### src/design/nwtc_pkg.sv
// Package for the near-plane triangle clipper.
// Holds vertex in/out beat types, the divider control type, field constants and register indices. No dependencies.
package nwtc_pkg;
	localparam int VFIELDS = 10;
	localparam int W_IDX = 3;

	localparam logic REG_NEAR_W = 1'b0;
	localparam logic REG_ACTIVE_ATTRS = 1'b1;

	typedef struct packed {
		logic signed [31:0] pos_x;
		logic signed [31:0] pos_y;
		logic signed [31:0] pos_z;
		logic signed [31:0] pos_w;
		logic signed [31:0] attr_0;
		logic signed [31:0] attr_1;
		logic signed [31:0] attr_2;
		logic signed [31:0] attr_3;
		logic signed [31:0] attr_4;
		logic signed [31:0] attr_5;
	} vtx_in_t;

	typedef struct packed {
		logic signed [31:0] out_pos_x;
		logic signed [31:0] out_pos_y;
		logic signed [31:0] out_pos_z;
		logic signed [31:0] out_pos_w;
		logic signed [31:0] out_attr_0;
		logic signed [31:0] out_attr_1;
		logic signed [31:0] out_attr_2;
		logic signed [31:0] out_attr_3;
		logic signed [31:0] out_attr_4;
		logic signed [31:0] out_attr_5;
		logic last_vertex;
	} vtx_out_t;

	typedef struct packed {
		logic start;
		logic busy;
	} div_ctl_t;
endpackage

### src/design/nwtc_lerp.sv
// Shared interpolation unit: c_in + round((c_out - c_in) * t), one field per use.
// Registered product, then registered sum. Depends on nwtc_pkg.
module nwtc_lerp
	import nwtc_pkg::*;
#(
	parameter int FRAC_BITS = 16
) (
	input  logic clk,
	input  logic signed [31:0] c_in,
	input  logic signed [31:0] c_out,
	input  logic [FRAC_BITS-1:0] t,
	output logic signed [31:0] res
);
	logic signed [32:0] d;
	logic signed [33+FRAC_BITS:0] prod_s1;
	logic signed [31:0] cin_s1;
	logic signed [33+FRAC_BITS:0] rnd;

	assign d = 33'(c_out) - 33'(c_in);

	always_ff @(posedge clk) begin
		prod_s1 <= d * $signed({1'b0, t});
		cin_s1 <= c_in;
	end

	assign rnd = prod_s1 + (FRAC_BITS+34)'(1 << (FRAC_BITS - 1));

	always_ff @(posedge clk) begin
		res <= cin_s1 + 32'(rnd >>> FRAC_BITS);
	end
endmodule

### config.mk
export PLATFORM = sky130hd
export DESIGN_NAME = nwtc_lerp
export DESIGN_NICKNAME = d
export VERILOG_FILES = /design/src/design/nwtc_pkg.sv /design/src/design/nwtc_lerp.sv
export SDC_FILE = /design/constraint.sdc
export NUM_CORES = 1
export LEC_CHECK = 0
export ABC_CLOCK_PERIOD_IN_PS = 12100
export CAP_MARGIN = 20
export CORE_MARGIN = 5
export CORE_UTILIZATION = 55
export CTS_CLUSTER_SIZE = 40
export DETAILED_ROUTE_END_ITERATION = 12
export DONT_BUFFER_PORTS = 1
export PLACE_DENSITY = 0.7
export RECOVER_POWER = 25
export SLEW_MARGIN = 20
export SYNTH_ARGS = -nofsm -noshare
export SYNTH_HDL_FRONTEND = slang
export SYNTH_SLANG_ARGS = --single-unit
### constraint.sdc
create_clock -name clk -period 12.1 [get_ports clk]
set_input_delay 2.42 -clock clk [delete_from_list [all_inputs] [get_ports clk]]
set_output_delay 2.42 -clock clk [all_outputs]
set_load 0.05 [all_outputs]
* Word level (Yosys, flattened, before mapping) *
Index checks and enable logic that the tools add are counted.

word-level totals
  register bits after elaboration = 112
  input bits = 81
  output and inout bits = 32
  word-level logic and storage cells = 7

cells by class
  $add $sub $neg = 3
  multiply operators = 1

operators by type and width
  kind                      count
  $add A48 B17 Y48 const B  1
  $mul A33 B17 Y48          1
  $sub A32 B32 Y33          1
  $add A32 B32 Y32          1

* Logic depth before layout (Yosys ltp) *
  word-level depth = 2
  mapped depth = 39
  depth with buffers taken out = 38

* Worst setup path before layout *
Ideal clock, no wire load.

  path kind = input port to flip-flop
  start point = input c_in[12]
  end point = register prod_s1[46]
  arrival = 10.165 ns
  required time = 11.977 ns
  path slack = 1.812 ns
  stages on the path = 34
  buffers on the path = 2
  path through = inv_1 -> ha_1 -> a21o_1 -> a21o_1 -> a21oi_1 -> o21bai_1 -> a21o_1 -> a21oi_2 -> and2_1 -> buf_4 -> o21ai_2 -> a21o_1 -> a21oi_4 -> buf_6 -> mux2_1 -> fa_1 -> fa_1 -> inv_1 -> fa_1 -> inv_1 -> fa_1 -> fa_1 -> fa_1 -> inv_1 -> ha_1 -> and3_1 -> a21o_1 -> a2111oi_0 -> a21oi_1 -> a41o_1 -> a211oi_1 -> nor2b_1 -> a211oi_1 -> a21oi_1

between the ends
  cells in the longest elaborated chain, start to end = 2

RTL lines
  what                  RTL line         RTL
  from (decl)           nwtc_lerp.sv:9   input logic signed [31:0] c_in,
  $sub A32 B32 Y33      nwtc_lerp.sv:19  assign d = 33'(c_out) - 33'(c_in);
  $mul A33 B17 Y48      nwtc_lerp.sv:22  prod_s1 <= d * $signed({1'b0, t});
  to (signal assigned)  nwtc_lerp.sv:22
  to (decl)             nwtc_lerp.sv:15  logic signed [33+FRAC_BITS:0] prod_s1;

No other way between the ends.

* Worst setup path in the final report *
  start point = input c_in[1]
  end point = register prod_s1[46]

The elaborated chain is that of the path after synthesis.

==> out/summary.txt <==
status -> finished clean
DP Area -> 0.0248 mm²
CP Max Fanout -> 10
# port buffers -> 0
clk root buf -> clkbuf_16
hpwl dp -> 50.5 mm
Final Critical Period -> 10.96 ns
DR WL/cell -> 19.8 µm
via count -> 18541
total CTS buffers -> 9
HP Class -> flop to flop
#FFs+latches synth -> 97
Max Freq -> 91.3 MHz
DRC -> 0
commonest non-fill, non-tap cell in the layout -> inv_1
Ys Warns -> 0
I/O pin count -> 113
critical path arrival -> 11.21 ns
clk_skew -> 0.0140 ns
fin crit share -> 90.6%
Max clock buf depth -> 2
Worst-path clk slew -> 0.07 ns
xor-xnor portion of the synthesized cell area -> 4.96%
initial cell density of the core -> 55.9%
Largest stage delay, worst path -> 0.56 ns
Post-Route Setup TNS -> 0 ns
fraction of layout cells with a size suffix above 1 -> 3.09%
Avg Inst Size Synth -> 8.78 µm²
WL final -> 64.6 mm
Clock Sinks -> 97
die height -> 220 µm
Synth Area in Compound Gates -> 8.81%
crit-path most repeated cell -> fa_1
global placer's final weighted congestion -> 0.921
remaining global-route overflow -> 0
mux cell area share after synthesis -> 0.797%
largest net degree at the start of global routing -> 51
Post-synth ARST share -> 0%
CTS tree -> done
CP Capture Type -> flop
first-pass GRT wire length -> 105 mm
antenna violations before repair -> 0
antenna cells -> 0
ys flop type -> dfxtp_1
Post-synth EDFFs -> 0
number of distinct library cells after synthesis -> 73
commonest non-fill, non-tap cells in the layout -> inv_1, fa_1, nand2_1
Startpoint Class -> input port
Post-Syn Area -> 0.0242 mm²
Post-CTS Resized -> 0
worst setup margin -> 1.14 ns
# nets final -> 3425
H-Tree Depth -> 3
Die ar. -> 0.0483 mm²
initial DRC count -> 1134
ANT nets after route -> 0
core region area -> 0.0433 mm²
max_slew headroom -> 29.8%
largest family of logic cells by synthesized area -> adder cells
RSZ-0062 raised after global routing -> false
design area -> 0.0251 mm²
Syn Nets -> 3499
Worst Path Required -> 12.35 ns
Hold-fix buffers, CTS -> 0
dpl ws -> 0.546 ns
vias in the first global route -> 19935
Worst-Margin Slew -> 1.05 ns
Synth Area in Simple Gates -> 16.4%
Synth Area in Adders -> 49.4%
placed insts -> 3255
Die Wd -> 220 µm
First-pass DRT Iterations -> 5
non-filler cells, final -> 3270
global-route usage over all layers -> 27.5%
Slew Viols, Final -> 0
Worst-Skew Late Latency -> 0.36 ns
postcts setup bufs -> 0
routed vias/inst -> 5.67
endpoints failing hold -> 0
sequential area share after synthesis -> 8.03%
Final setup viols -> 0
WS Path Type -> input port to flop
Max Cap Viol -> 0
Synth-to-Final Area Change -> 3.80%
Cells after Synth -> 2755
CP max-delay cell -> and2_1
Rows -> 76
## cells by family after synthesis
family / Yosys count
and+or+nand+nor: 796
buffers and inverters: 741
adders and majority gates: 663
AOI/OAI and AO/OA: 303
xor gates and xnor gates: 137
DFF: 97
muxes: 18
## Yosys cell counts (6+ instances only)
| master | instances | area [µm²] |
|---|---|---|
| nor2b_1 | 27 | 169 |
| inv_1 | 617 | 2320 |
| o31ai_1 | 8 | 60.1 |
| nor3_1 | 26 | 130 |
| nor2_1 | 68 | 255 |
| fa_1 | 486 | 9730 |
| dfxtp_1 | 97 | 1940 |
| a21o_1 | 34 | 255 |
| mux2i_1 | 8 | 80.1 |
| a21oi_1 | 77 | 385 |
| and2_1 | 195 | 1220 |
| clkbuf_1 | 111 | 417 |
| nand2b_1 | 36 | 225 |
| o311ai_0 | 13 | 114 |
| ha_1 | 177 | 2210 |
| xnor2_1 | 91 | 797 |
| buf_2 | 7 | 35.0 |
| nand4_1 | 24 | 150 |
| and4_1 | 7 | 61.3 |
| nand3_1 | 46 | 230 |
| a311oi_1 | 7 | 61.3 |
| o211ai_1 | 10 | 75.1 |
| mux2_2 | 6 | 67.6 |
| xor2_1 | 46 | 403 |
| o21bai_1 | 11 | 82.6 |
| o21ai_0 | 33 | 165 |
| o21ai_1 | 8 | 40.0 |
| a31oi_1 | 15 | 93.8 |
| nor3b_1 | 9 | 67.6 |
| and3_1 | 22 | 138 |
| nand2_1 | 319 | 1200 |
| o21a_1 | 14 | 105 |
| a211oi_1 | 13 | 97.6 |
## path summary, 6_finish.rpt
kind | start | end | slack (ns) | cells past startpoint
max reg2reg | prod_s1[17]$_DFF_P_ | res[29]$_DFF_P_ | 7.35 | 17
max | c_in[1] | prod_s1[46]$_DFF_P_ | 1.14 | 34
min | cin_s1[0]$_DFF_P_ | res[0]$_DFF_P_ | 0.48 | 1
min reg2reg | cin_s1[0]$_DFF_P_ | res[0]$_DFF_P_ | 0.48 | 1
## per-layer routing
metal / GRT usage, % / share of wire (%)
met1: 34.2 / 39
met2: 49.0 / 50
met3: 3.89 / 7.4
met4: 9.92 / 4.1
met5: 0 / 0
## worst max-delay path, delay by kind of cell
family	cells	cell delay (ns)
simple gates	3	0.83
fa+ha+maj	8	3.62
compound gates	17	3.56
mux	1	0.40
buf+inv	5	0.34
## sequential cells by signal (all words and copies together) (netlist names)
register	count
prod_s1	33
cin_s1	32
res	32
## final cells by class
type                            count  area [µm²]
Timing Repair Buffer               39         293
Clock inverter                      5         104
Sequential cell                    97        1940
Multi-Input combinational cell   1917       19500
Tap cell                          585         732
Inverter                          617        2320
Fill cell                        3813       18200
Clock buffer                       10         239
## per-stage QoR
stage / util [%] / hold WS, ns
after global placement: 57.2 / 0.455
after detailed placement: 57.2 / 0.459
final: 58.0 / 0.478
after CTS: 58.0 / 0.485
after global routing: 58.0 / 0.500
after floorplan: - / 0.432
Power is left out: the tool's default activity adds up to more than one toggle a clock period on the data nets, which glitch-free logic cannot reach.
