[src/design/nwtc_pkg.sv]
// Package for the near-plane triangle clipper.
// Holds vertex in/out beat types, the divider control type, field constants and register indices. No dependencies.
package nwtc_pkg;
	localparam int VFIELDS = 10;
	localparam int W_IDX = 3;

	localparam logic REG_NEAR_W = 1'b0;
	localparam logic REG_ACTIVE_ATTRS = 1'b1;

	typedef struct packed {
		logic signed [31:0] pos_x;
		logic signed [31:0] pos_y;
		logic signed [31:0] pos_z;
		logic signed [31:0] pos_w;
		logic signed [31:0] attr_0;
		logic signed [31:0] attr_1;
		logic signed [31:0] attr_2;
		logic signed [31:0] attr_3;
		logic signed [31:0] attr_4;
		logic signed [31:0] attr_5;
	} vtx_in_t;

	typedef struct packed {
		logic signed [31:0] out_pos_x;
		logic signed [31:0] out_pos_y;
		logic signed [31:0] out_pos_z;
		logic signed [31:0] out_pos_w;
		logic signed [31:0] out_attr_0;
		logic signed [31:0] out_attr_1;
		logic signed [31:0] out_attr_2;
		logic signed [31:0] out_attr_3;
		logic signed [31:0] out_attr_4;
		logic signed [31:0] out_attr_5;
		logic last_vertex;
	} vtx_out_t;

	typedef struct packed {
		logic start;
		logic busy;
	} div_ctl_t;
endpackage

[src/design/nwtc_div.sv]
// Restoring divider for the clip parameter t, one quotient bit per cycle.
// Depends on nwtc_pkg.
module nwtc_div
	import nwtc_pkg::*;
#(
	parameter int FRAC_BITS = 16
) (
	input  logic clk,
	input  logic arst_n,
	input  logic start,
	input  logic [32:0] num,
	input  logic [32:0] den,
	output div_ctl_t ctl,
	output logic [FRAC_BITS-1:0] quo
);
	localparam int NB = 33 + FRAC_BITS;
	localparam int CW = $clog2(NB + 1);

	logic [NB-1:0] dvd_q;
	logic [33:0] rem_q;
	logic [32:0] den_q;
	logic [CW-1:0] cnt_q;
	logic [33:0] trial;

	assign trial = {rem_q[32:0], dvd_q[NB-1]} - {1'b0, den_q};

	always_ff @(posedge clk or negedge arst_n) begin
		if (!arst_n) begin
			cnt_q <= '0;
		end else if (start) begin
			cnt_q <= CW'(NB);
		end else if (cnt_q != '0) begin
			cnt_q <= cnt_q - 1'b1;
		end
	end

	always_ff @(posedge clk) begin
		if (start) begin
			dvd_q <= {num, {FRAC_BITS{1'b0}}};
			rem_q <= '0;
			den_q <= den;
		end else if (cnt_q != '0) begin
			if (!trial[33]) begin
				rem_q <= trial;
				dvd_q <= {dvd_q[NB-2:0], 1'b1};
			end else begin
				rem_q <= {rem_q[32:0], dvd_q[NB-1]};
				dvd_q <= {dvd_q[NB-2:0], 1'b0};
			end
		end
	end

	assign ctl.start = start;
	assign ctl.busy = (cnt_q != '0);
	assign quo = dvd_q[FRAC_BITS-1:0];
endmodule

[config.mk]
export PLATFORM = sky130hd
export DESIGN_NAME = nwtc_div
export DESIGN_NICKNAME = d
export VERILOG_FILES = /design/src/design/nwtc_pkg.sv /design/src/design/nwtc_div.sv
export SDC_FILE = /design/constraint.sdc
export NUM_CORES = 1
export LEC_CHECK = 0
export BUFFER_PORTS_ARGS = -buffer_cell sky130_fd_sc_hd__buf_2
export CAP_MARGIN = 20
export CELL_PAD_IN_SITES_DETAIL_PLACEMENT = 1
export CELL_PAD_IN_SITES_GLOBAL_PLACEMENT = 1
export CORE_ASPECT_RATIO = 0.6
export CORE_MARGIN = 3
export CORE_UTILIZATION = 48
export DETAILED_ROUTE_END_ITERATION = 16
export PLACE_DENSITY_LB_ADDON = 0.1
export SYNTH_ARGS = -nofsm -noshare
export SYNTH_HDL_FRONTEND = slang
export SYNTH_SLANG_ARGS = --single-unit
[constraint.sdc]
create_clock -name clk -period 5.2 [get_ports clk]
set_clock_uncertainty 0.1 [all_clocks]
set_input_delay 1.04 -clock clk [delete_from_list [all_inputs] [get_ports clk]]
set_output_delay 1.04 -clock clk [all_outputs]
set_load 0.005 [all_outputs]
After elaboration in Yosys (flattened, before gate mapping)
Cells that the tools add are included.
{ "op_classes": {"addsub": 2, "mux": 6, "reduce_logical": 2} }
{ "ops": {"columns": ["cell", "n"], "rows": [
  ["2-to-1 mux 49 bit", 2],
  ["subtractor 34 x 33 -> 34 bit", 1],
  ["2-to-1 mux 33 bit", 1],
  ["2-to-1 mux 6 bit", 2],
  ["nonzero test 6 bit", 1],
  ["subtractor 6 x 1 -> 6 bit, second input constant", 1],
  ["nonzero test 2 bit", 1],
  ["2-to-1 mux 1 bit", 1]
]} }
{ "word_totals": {"regBits": 121, "input_bits": 69, "out_inout_bits": 18, "elab_cells": 15} }

Logic depth before layout (Yosys ltp)
{ "depth": {"ltp_word": 4, "ltp_mapped": 14} }

Least setup slack after synthesis
Ideal clock, no wire load.
{ "synth_path": {"path_kind": "register to register", "from": "register den_q[1]", "to": "register rem_q[1]", "setup_time_ns": 0.086, "arrival_time_ns": 2.820, "required_time_ns": 5.014, "setup_slack_ns": 2.195, "path_stages_with_launch": 13, "synth_period_minus_slack_ns": 3.005, "path_cell_list": "edfxtp_1 > inv_1 > ha_1 > nand2b_4 > a2111oi_4 > o21bai_2 > a2111oi_4 > a21oi_2 > o21ai_4 > xor2_2 > buf_6 > mux2_1 > a211oi_1"} }
{ "synth_via": {"elab_chain_cells": 2} }
{ "synth_rtl": {"columns": ["element", "line_no", "rtl"], "rows": [
  ["start, declared", "nwtc_div.sv:21", "logic [32:0] den_q;"],
  ["start signal, assigned", "nwtc_div.sv:41", "den_q <= den;"],
  ["subtractor 34 x 33 -> 34 bit", "nwtc_div.sv:25", "assign trial = {rem_q[32:0], dvd_q[NB-1]} - {1'b0, den_q};"],
  ["2-to-1 mux 33 bit", "nwtc_div.sv:43", "if (!trial[33]) begin"],
  ["end signal, assigned", "nwtc_div.sv:44", "rem_q <= trial;"],
  ["end signal, assigned", "nwtc_div.sv:47", "rem_q <= {rem_q[32:0], dvd_q[NB-1]};"],
  ["end, declared", "nwtc_div.sv:20", "logic [33:0] rem_q;"]
]} }
No other way between the ends.
A chain may end at the register's enable or synchronous reset.

Worst setup path in the final report
{ "layout_path": {"from": "register den_q[1]", "to": "register rem_q[21]"} }
The elaborated chain is that of the path after synthesis.

==> results <==
- After detailed routing, the average wire length per cell comes to 18.3 µm.
- The maximum clock frequency is 270 MHz.
- At the end of the flow, the number of nets in the layout was 900.
- The number of H-tree levels is 4.
- Data on the critical path is required at its endpoint by 5.36 ns.
- The critical path startpoint is den_q[1].
- The area of the core is 0.0138 mm².
- TritonCTS built the clock tree.
- The final weighted congestion of routability-driven global placement is 0.876.
- The DRC violations left is 0.
- The initial utilization of the core area, before any placement, comes to 49.9%.
- The final route contains 5656 vias.
- Broken down by cell family, the worst path's largest delay share belongs to compound AO/OA/AOI/OAI gates.
- The floorplan has 33 rows.
- The biggest area consumer among synthesized cells is sky130_fd_sc_hd__edfxtp_1.
- The count of filler cells inserted in the layout is 1598.
- The number of global-route vias before repair is 5888.
- The slowest stage of the critical path is the sky130_fd_sc_hd__xor2_4 cell.
- The synthesis-stage register bit count is 121.
- The initial antenna violation count is 0.
- The total number of yosys warnings is 0.
- The multi-input combinational cells in the finished layout cover a total of 0.00334 mm².
- The final HPWL from detailed placement is 12300 µm.
- The cell area after placement is 0.00734 mm².
- The tree built by TritonCTS fans out to 121 sinks.
- Clock-pin slew was measured on the worst setup and hold paths at 0.06 ns.
- The maximum clock path buffer count is 2.
- The cell sitting at the root of the clock tree is a sky130_fd_sc_hd__clkbuf_16.
- Registers take 0.00311 mm².
- By area the synthesized netlist is led by sky130_fd_sc_hd__edfxtp_1 (29%), sky130_fd_sc_hd__dfxtp_1 (14%), sky130_fd_sc_hd__nand2_1 (6.6%).
- The critical path goes through inv_1 > ha_1 > nand2b_4 > a2111oi_4 > o21bai_2 > a2111oi_4 > a21oi_2 > o21ai_4 > xor2_4 > buf_4 > a2bb2oi_1 > o21ai_1.
- In the final layout, the share of cells above drive strength 1 is 16.8%.
- The synthesized net count is 843.
- The count of max-cap constraint violations is 0.
- The post-synthesis to final-layout area growth is 15.1%.
- The actual slew at the worst max-slew pin is 0.877 ns.
- For this run the aggregate overflow at the end of global routing stands at 0.
- The first global-routing pass estimated 30400 µm of wire.
- The worst-case IR drop observed on VDD is 0.219 mV.
- The height of the die is 98.9 µm.
- The leakage component of the power is 3.49 nW.
- The portion of the clock cycle consumed by the worst path in the final layout is 71.1%.
- For the worst setup path, the data arrival time is 3.86 ns.
- In this run, synthesis inferred 66 flip-flops with an integrated enable.
- 87 I/O pins were placed.
- The most common flop cell mapped by yosys is sky130_fd_sc_hd__edfxtp_1.
- The number of max-slew violations in the final report was 0.
- The class of the worst hold path is primary input to asynchronous set/reset pin.
- The category of the most critical setup path is register to register.
- After clock tree synthesis, the setup repair step added 0 buffers.
- The cell that appears most often on the critical path is sky130_fd_sc_hd__a2111oi_4.
- The netlist uses 70 different library cells.
- After clock tree synthesis, the flow added hold-fix buffers numbering 0.
- In this design, the stage delay of the slowest critical-path cell is 0.48 ns.
- The die covers 0.0159 mm².
- The number of failing hold endpoints at the final stage is 0.
- The repair_antennas step left the layout with diodes totalling 0.
- For this block, the initial DRC count from the detailed router was 317.
- The clock reaches the later pin of the worst-skew pair after 0.42 ns.
- The endpoint class of the critical path is a register.
- The synthesized instance count is 739.
- The shortest period the worst path allows is 3.70 ns.
- The post-route worst hold slack is 0.343 ns.
- The count of cells resized by post-cts repair is 0.
- The length of the first detailed-routing pass in iterations is 5.
- STA classifies the critical path startpoint as a register.
- Entering global routing, the biggest net connects 89 pins.
- Dividing total power by cell area gives a power density of 494 mW/mm².
- The fraction of registers with async set/reset is 4.96%.
- The count of buffers from port buffering is 86.
- The count of buffer and inverter cells on the critical path is 2.
- After synthesis, the largest area contributor takes up 28.7% of total cell area.
- Summing every instance area after synthesis gives 0.00690 mm².
- The final total negative setup slack is 0 ns.
- Using the TritonRoute via totals, the vias-per-cell ratio works out to 5.65.
- The max-slew headroom at the worst pin is 41.5%.
- The global-route usage over all layers is 23.8%.
- Of all nets on the critical path, the largest fanout is 18.
- The finished cells cover 0.00794 mm².
- The count of antenna-violating nets left after detailed routing is 0.
- Setup slack closes at 1.50 ns.
- The flow ran to the end, and the final reports show no timing, DRC or antenna violations.
- Setup violations remaining at the end of the flow were counted as 0.
- Setup repair after global routing left no endpoint under its margin.
- The sequential fraction of the synthesis area is 45.1%.
- Each instance of the synthesized netlist takes up on average 9.33 µm².
- The number of CTS-inserted buffers is 17.
- The horizontal extent of the die is 161 µm.
- Prior to clock tree synthesis, the placed netlist has a worst setup slack of 1.50 ns.
- The worst register-to-register path begins at den_q[1].
- Summed over all layers, the routed wires come to 18400 µm.
cell usage after synthesis (2+ instances only):
| cell type | n |
|---|---|
| sky130_fd_sc_hd__nand4_1 | 5 |
| sky130_fd_sc_hd__nor4b_1 | 2 |
| sky130_fd_sc_hd__or3_1 | 6 |
| sky130_fd_sc_hd__edfxtp_1 | 66 |
| sky130_fd_sc_hd__o21a_1 | 4 |
| sky130_fd_sc_hd__xor2_1 | 9 |
| sky130_fd_sc_hd__nor2b_1 | 4 |
| sky130_fd_sc_hd__a31oi_1 | 2 |
| sky130_fd_sc_hd__inv_1 | 41 |
| sky130_fd_sc_hd__inv_2 | 3 |
| sky130_fd_sc_hd__a211o_1 | 2 |
| sky130_fd_sc_hd__xnor2_1 | 19 |
| sky130_fd_sc_hd__and2_1 | 2 |
| sky130_fd_sc_hd__ha_1 | 34 |
| sky130_fd_sc_hd__nand3_1 | 11 |
| sky130_fd_sc_hd__a21oi_1 | 50 |
| sky130_fd_sc_hd__buf_6 | 2 |
| sky130_fd_sc_hd__a21boi_0 | 2 |
| sky130_fd_sc_hd__nand2b_1 | 8 |
| sky130_fd_sc_hd__a211oi_1 | 30 |
| sky130_fd_sc_hd__a311oi_1 | 2 |
| sky130_fd_sc_hd__nand2_1 | 121 |
| sky130_fd_sc_hd__nor3_1 | 11 |
| sky130_fd_sc_hd__a2111oi_4 | 2 |
| sky130_fd_sc_hd__dfrtp_1 | 6 |
| sky130_fd_sc_hd__a21o_1 | 17 |
| sky130_fd_sc_hd__dfxtp_1 | 49 |
| sky130_fd_sc_hd__nand3b_1 | 3 |
| sky130_fd_sc_hd__o211ai_1 | 5 |
| sky130_fd_sc_hd__o21ai_0 | 44 |
| sky130_fd_sc_hd__and3_1 | 8 |
| sky130_fd_sc_hd__nor4_1 | 2 |
| sky130_fd_sc_hd__mux2i_1 | 26 |
| sky130_fd_sc_hd__o21bai_1 | 3 |
| sky130_fd_sc_hd__clkbuf_1 | 33 |
| sky130_fd_sc_hd__nor2_1 | 47 |
| sky130_fd_sc_hd__o21ai_1 | 8 |
| sky130_fd_sc_hd__buf_4 | 18 |
area by class of cell:
class,instances,share of cell area (%)
Tap cell,192,3.03
Timing Repair Buffer,92,6.02
Inverter,44,2.08
Multi-Input combinational cell,520,42.1
Sequential cell,121,39.2
Clock inverter,14,2.16
Clock buffer,18,5.41
layer usage:
metal,vias to the layer above,share of wire [%],track usage (%)
li1,2734,-,-
met1,2784,47,32.1
met2,120,48,39.3
met3,18,4.4,5.63
met4,0,0.96,5.49
met5,-,0,0
flip-flops by register name, summed over array words and instances, names as in the netlist:
signal,cells
dvd_q,49
den_q,33
rem_q,33
cnt_q,6
cells by family (layout without fill, tap and decap cells):
logic type	Yosys count	count (layout)	synth area share (%)
simple gates	238	238	15.6
compound gates	191	191	18.4
flops	121	121	45.1
buf+inv	98	168	6.69
fa+ha+maj	35	35	6.46
xor+xnor	29	29	3.79
mux	27	27	3.94
power breakdown:
part	total (mW)	leakage [nW]	switching (mW)	internal [mW]
combinational	1.42	2.04	0.829	0.593
clock	1.23	0.290	0.469	0.757
sequential	1.27	1.15	0.111	1.16
through the flow:
stage / power, mW / instances / util, %
5_1_grt: 4.14 / 1001 / 57.4
6_report: 3.92 / 1001 / 57.4
3_3_place_gp: 2.58 / 969 / 53.1
2_1_floorplan: 2.34 / 739 / -
4_1_cts: 3.92 / 1001 / 57.4
3_5_place_dp: 2.65 / 969 / 53.1
layout by cell type, fill, tap and decap left out, types with 17 or more instances in the layout:
| cell type | instances |
|---|---|
| sky130_fd_sc_hd__nand2_1 | 121 |
| sky130_fd_sc_hd__buf_2 | 85 |
| sky130_fd_sc_hd__edfxtp_1 | 66 |
| sky130_fd_sc_hd__a21oi_1 | 50 |
| sky130_fd_sc_hd__dfxtp_1 | 49 |
| sky130_fd_sc_hd__nor2_1 | 47 |
| sky130_fd_sc_hd__o21ai_0 | 44 |
| sky130_fd_sc_hd__inv_1 | 41 |
| sky130_fd_sc_hd__ha_1 | 34 |
| sky130_fd_sc_hd__a211oi_1 | 30 |
| sky130_fd_sc_hd__mux2i_1 | 26 |
| sky130_fd_sc_hd__xnor2_1 | 19 |
| sky130_fd_sc_hd__a21o_1 | 17 |
| sky130_fd_sc_hd__clkbuf_16 | 17 |
final timing paths:
path,to,cells past startpoint,slack [ns]
worst max-delay path,rem_q[21],12,1.50
min in group clk,dvd_q[8],2,0.37
worst max register to register,rem_q[21],12,1.50
worst min-delay path,cnt_q[0],1,0.34
max in group asynchronous,cnt_q[2],1,4.51
worst min register to register,dvd_q[8],2,0.37
No activity file was read; power rests on OpenSTA's default activity.
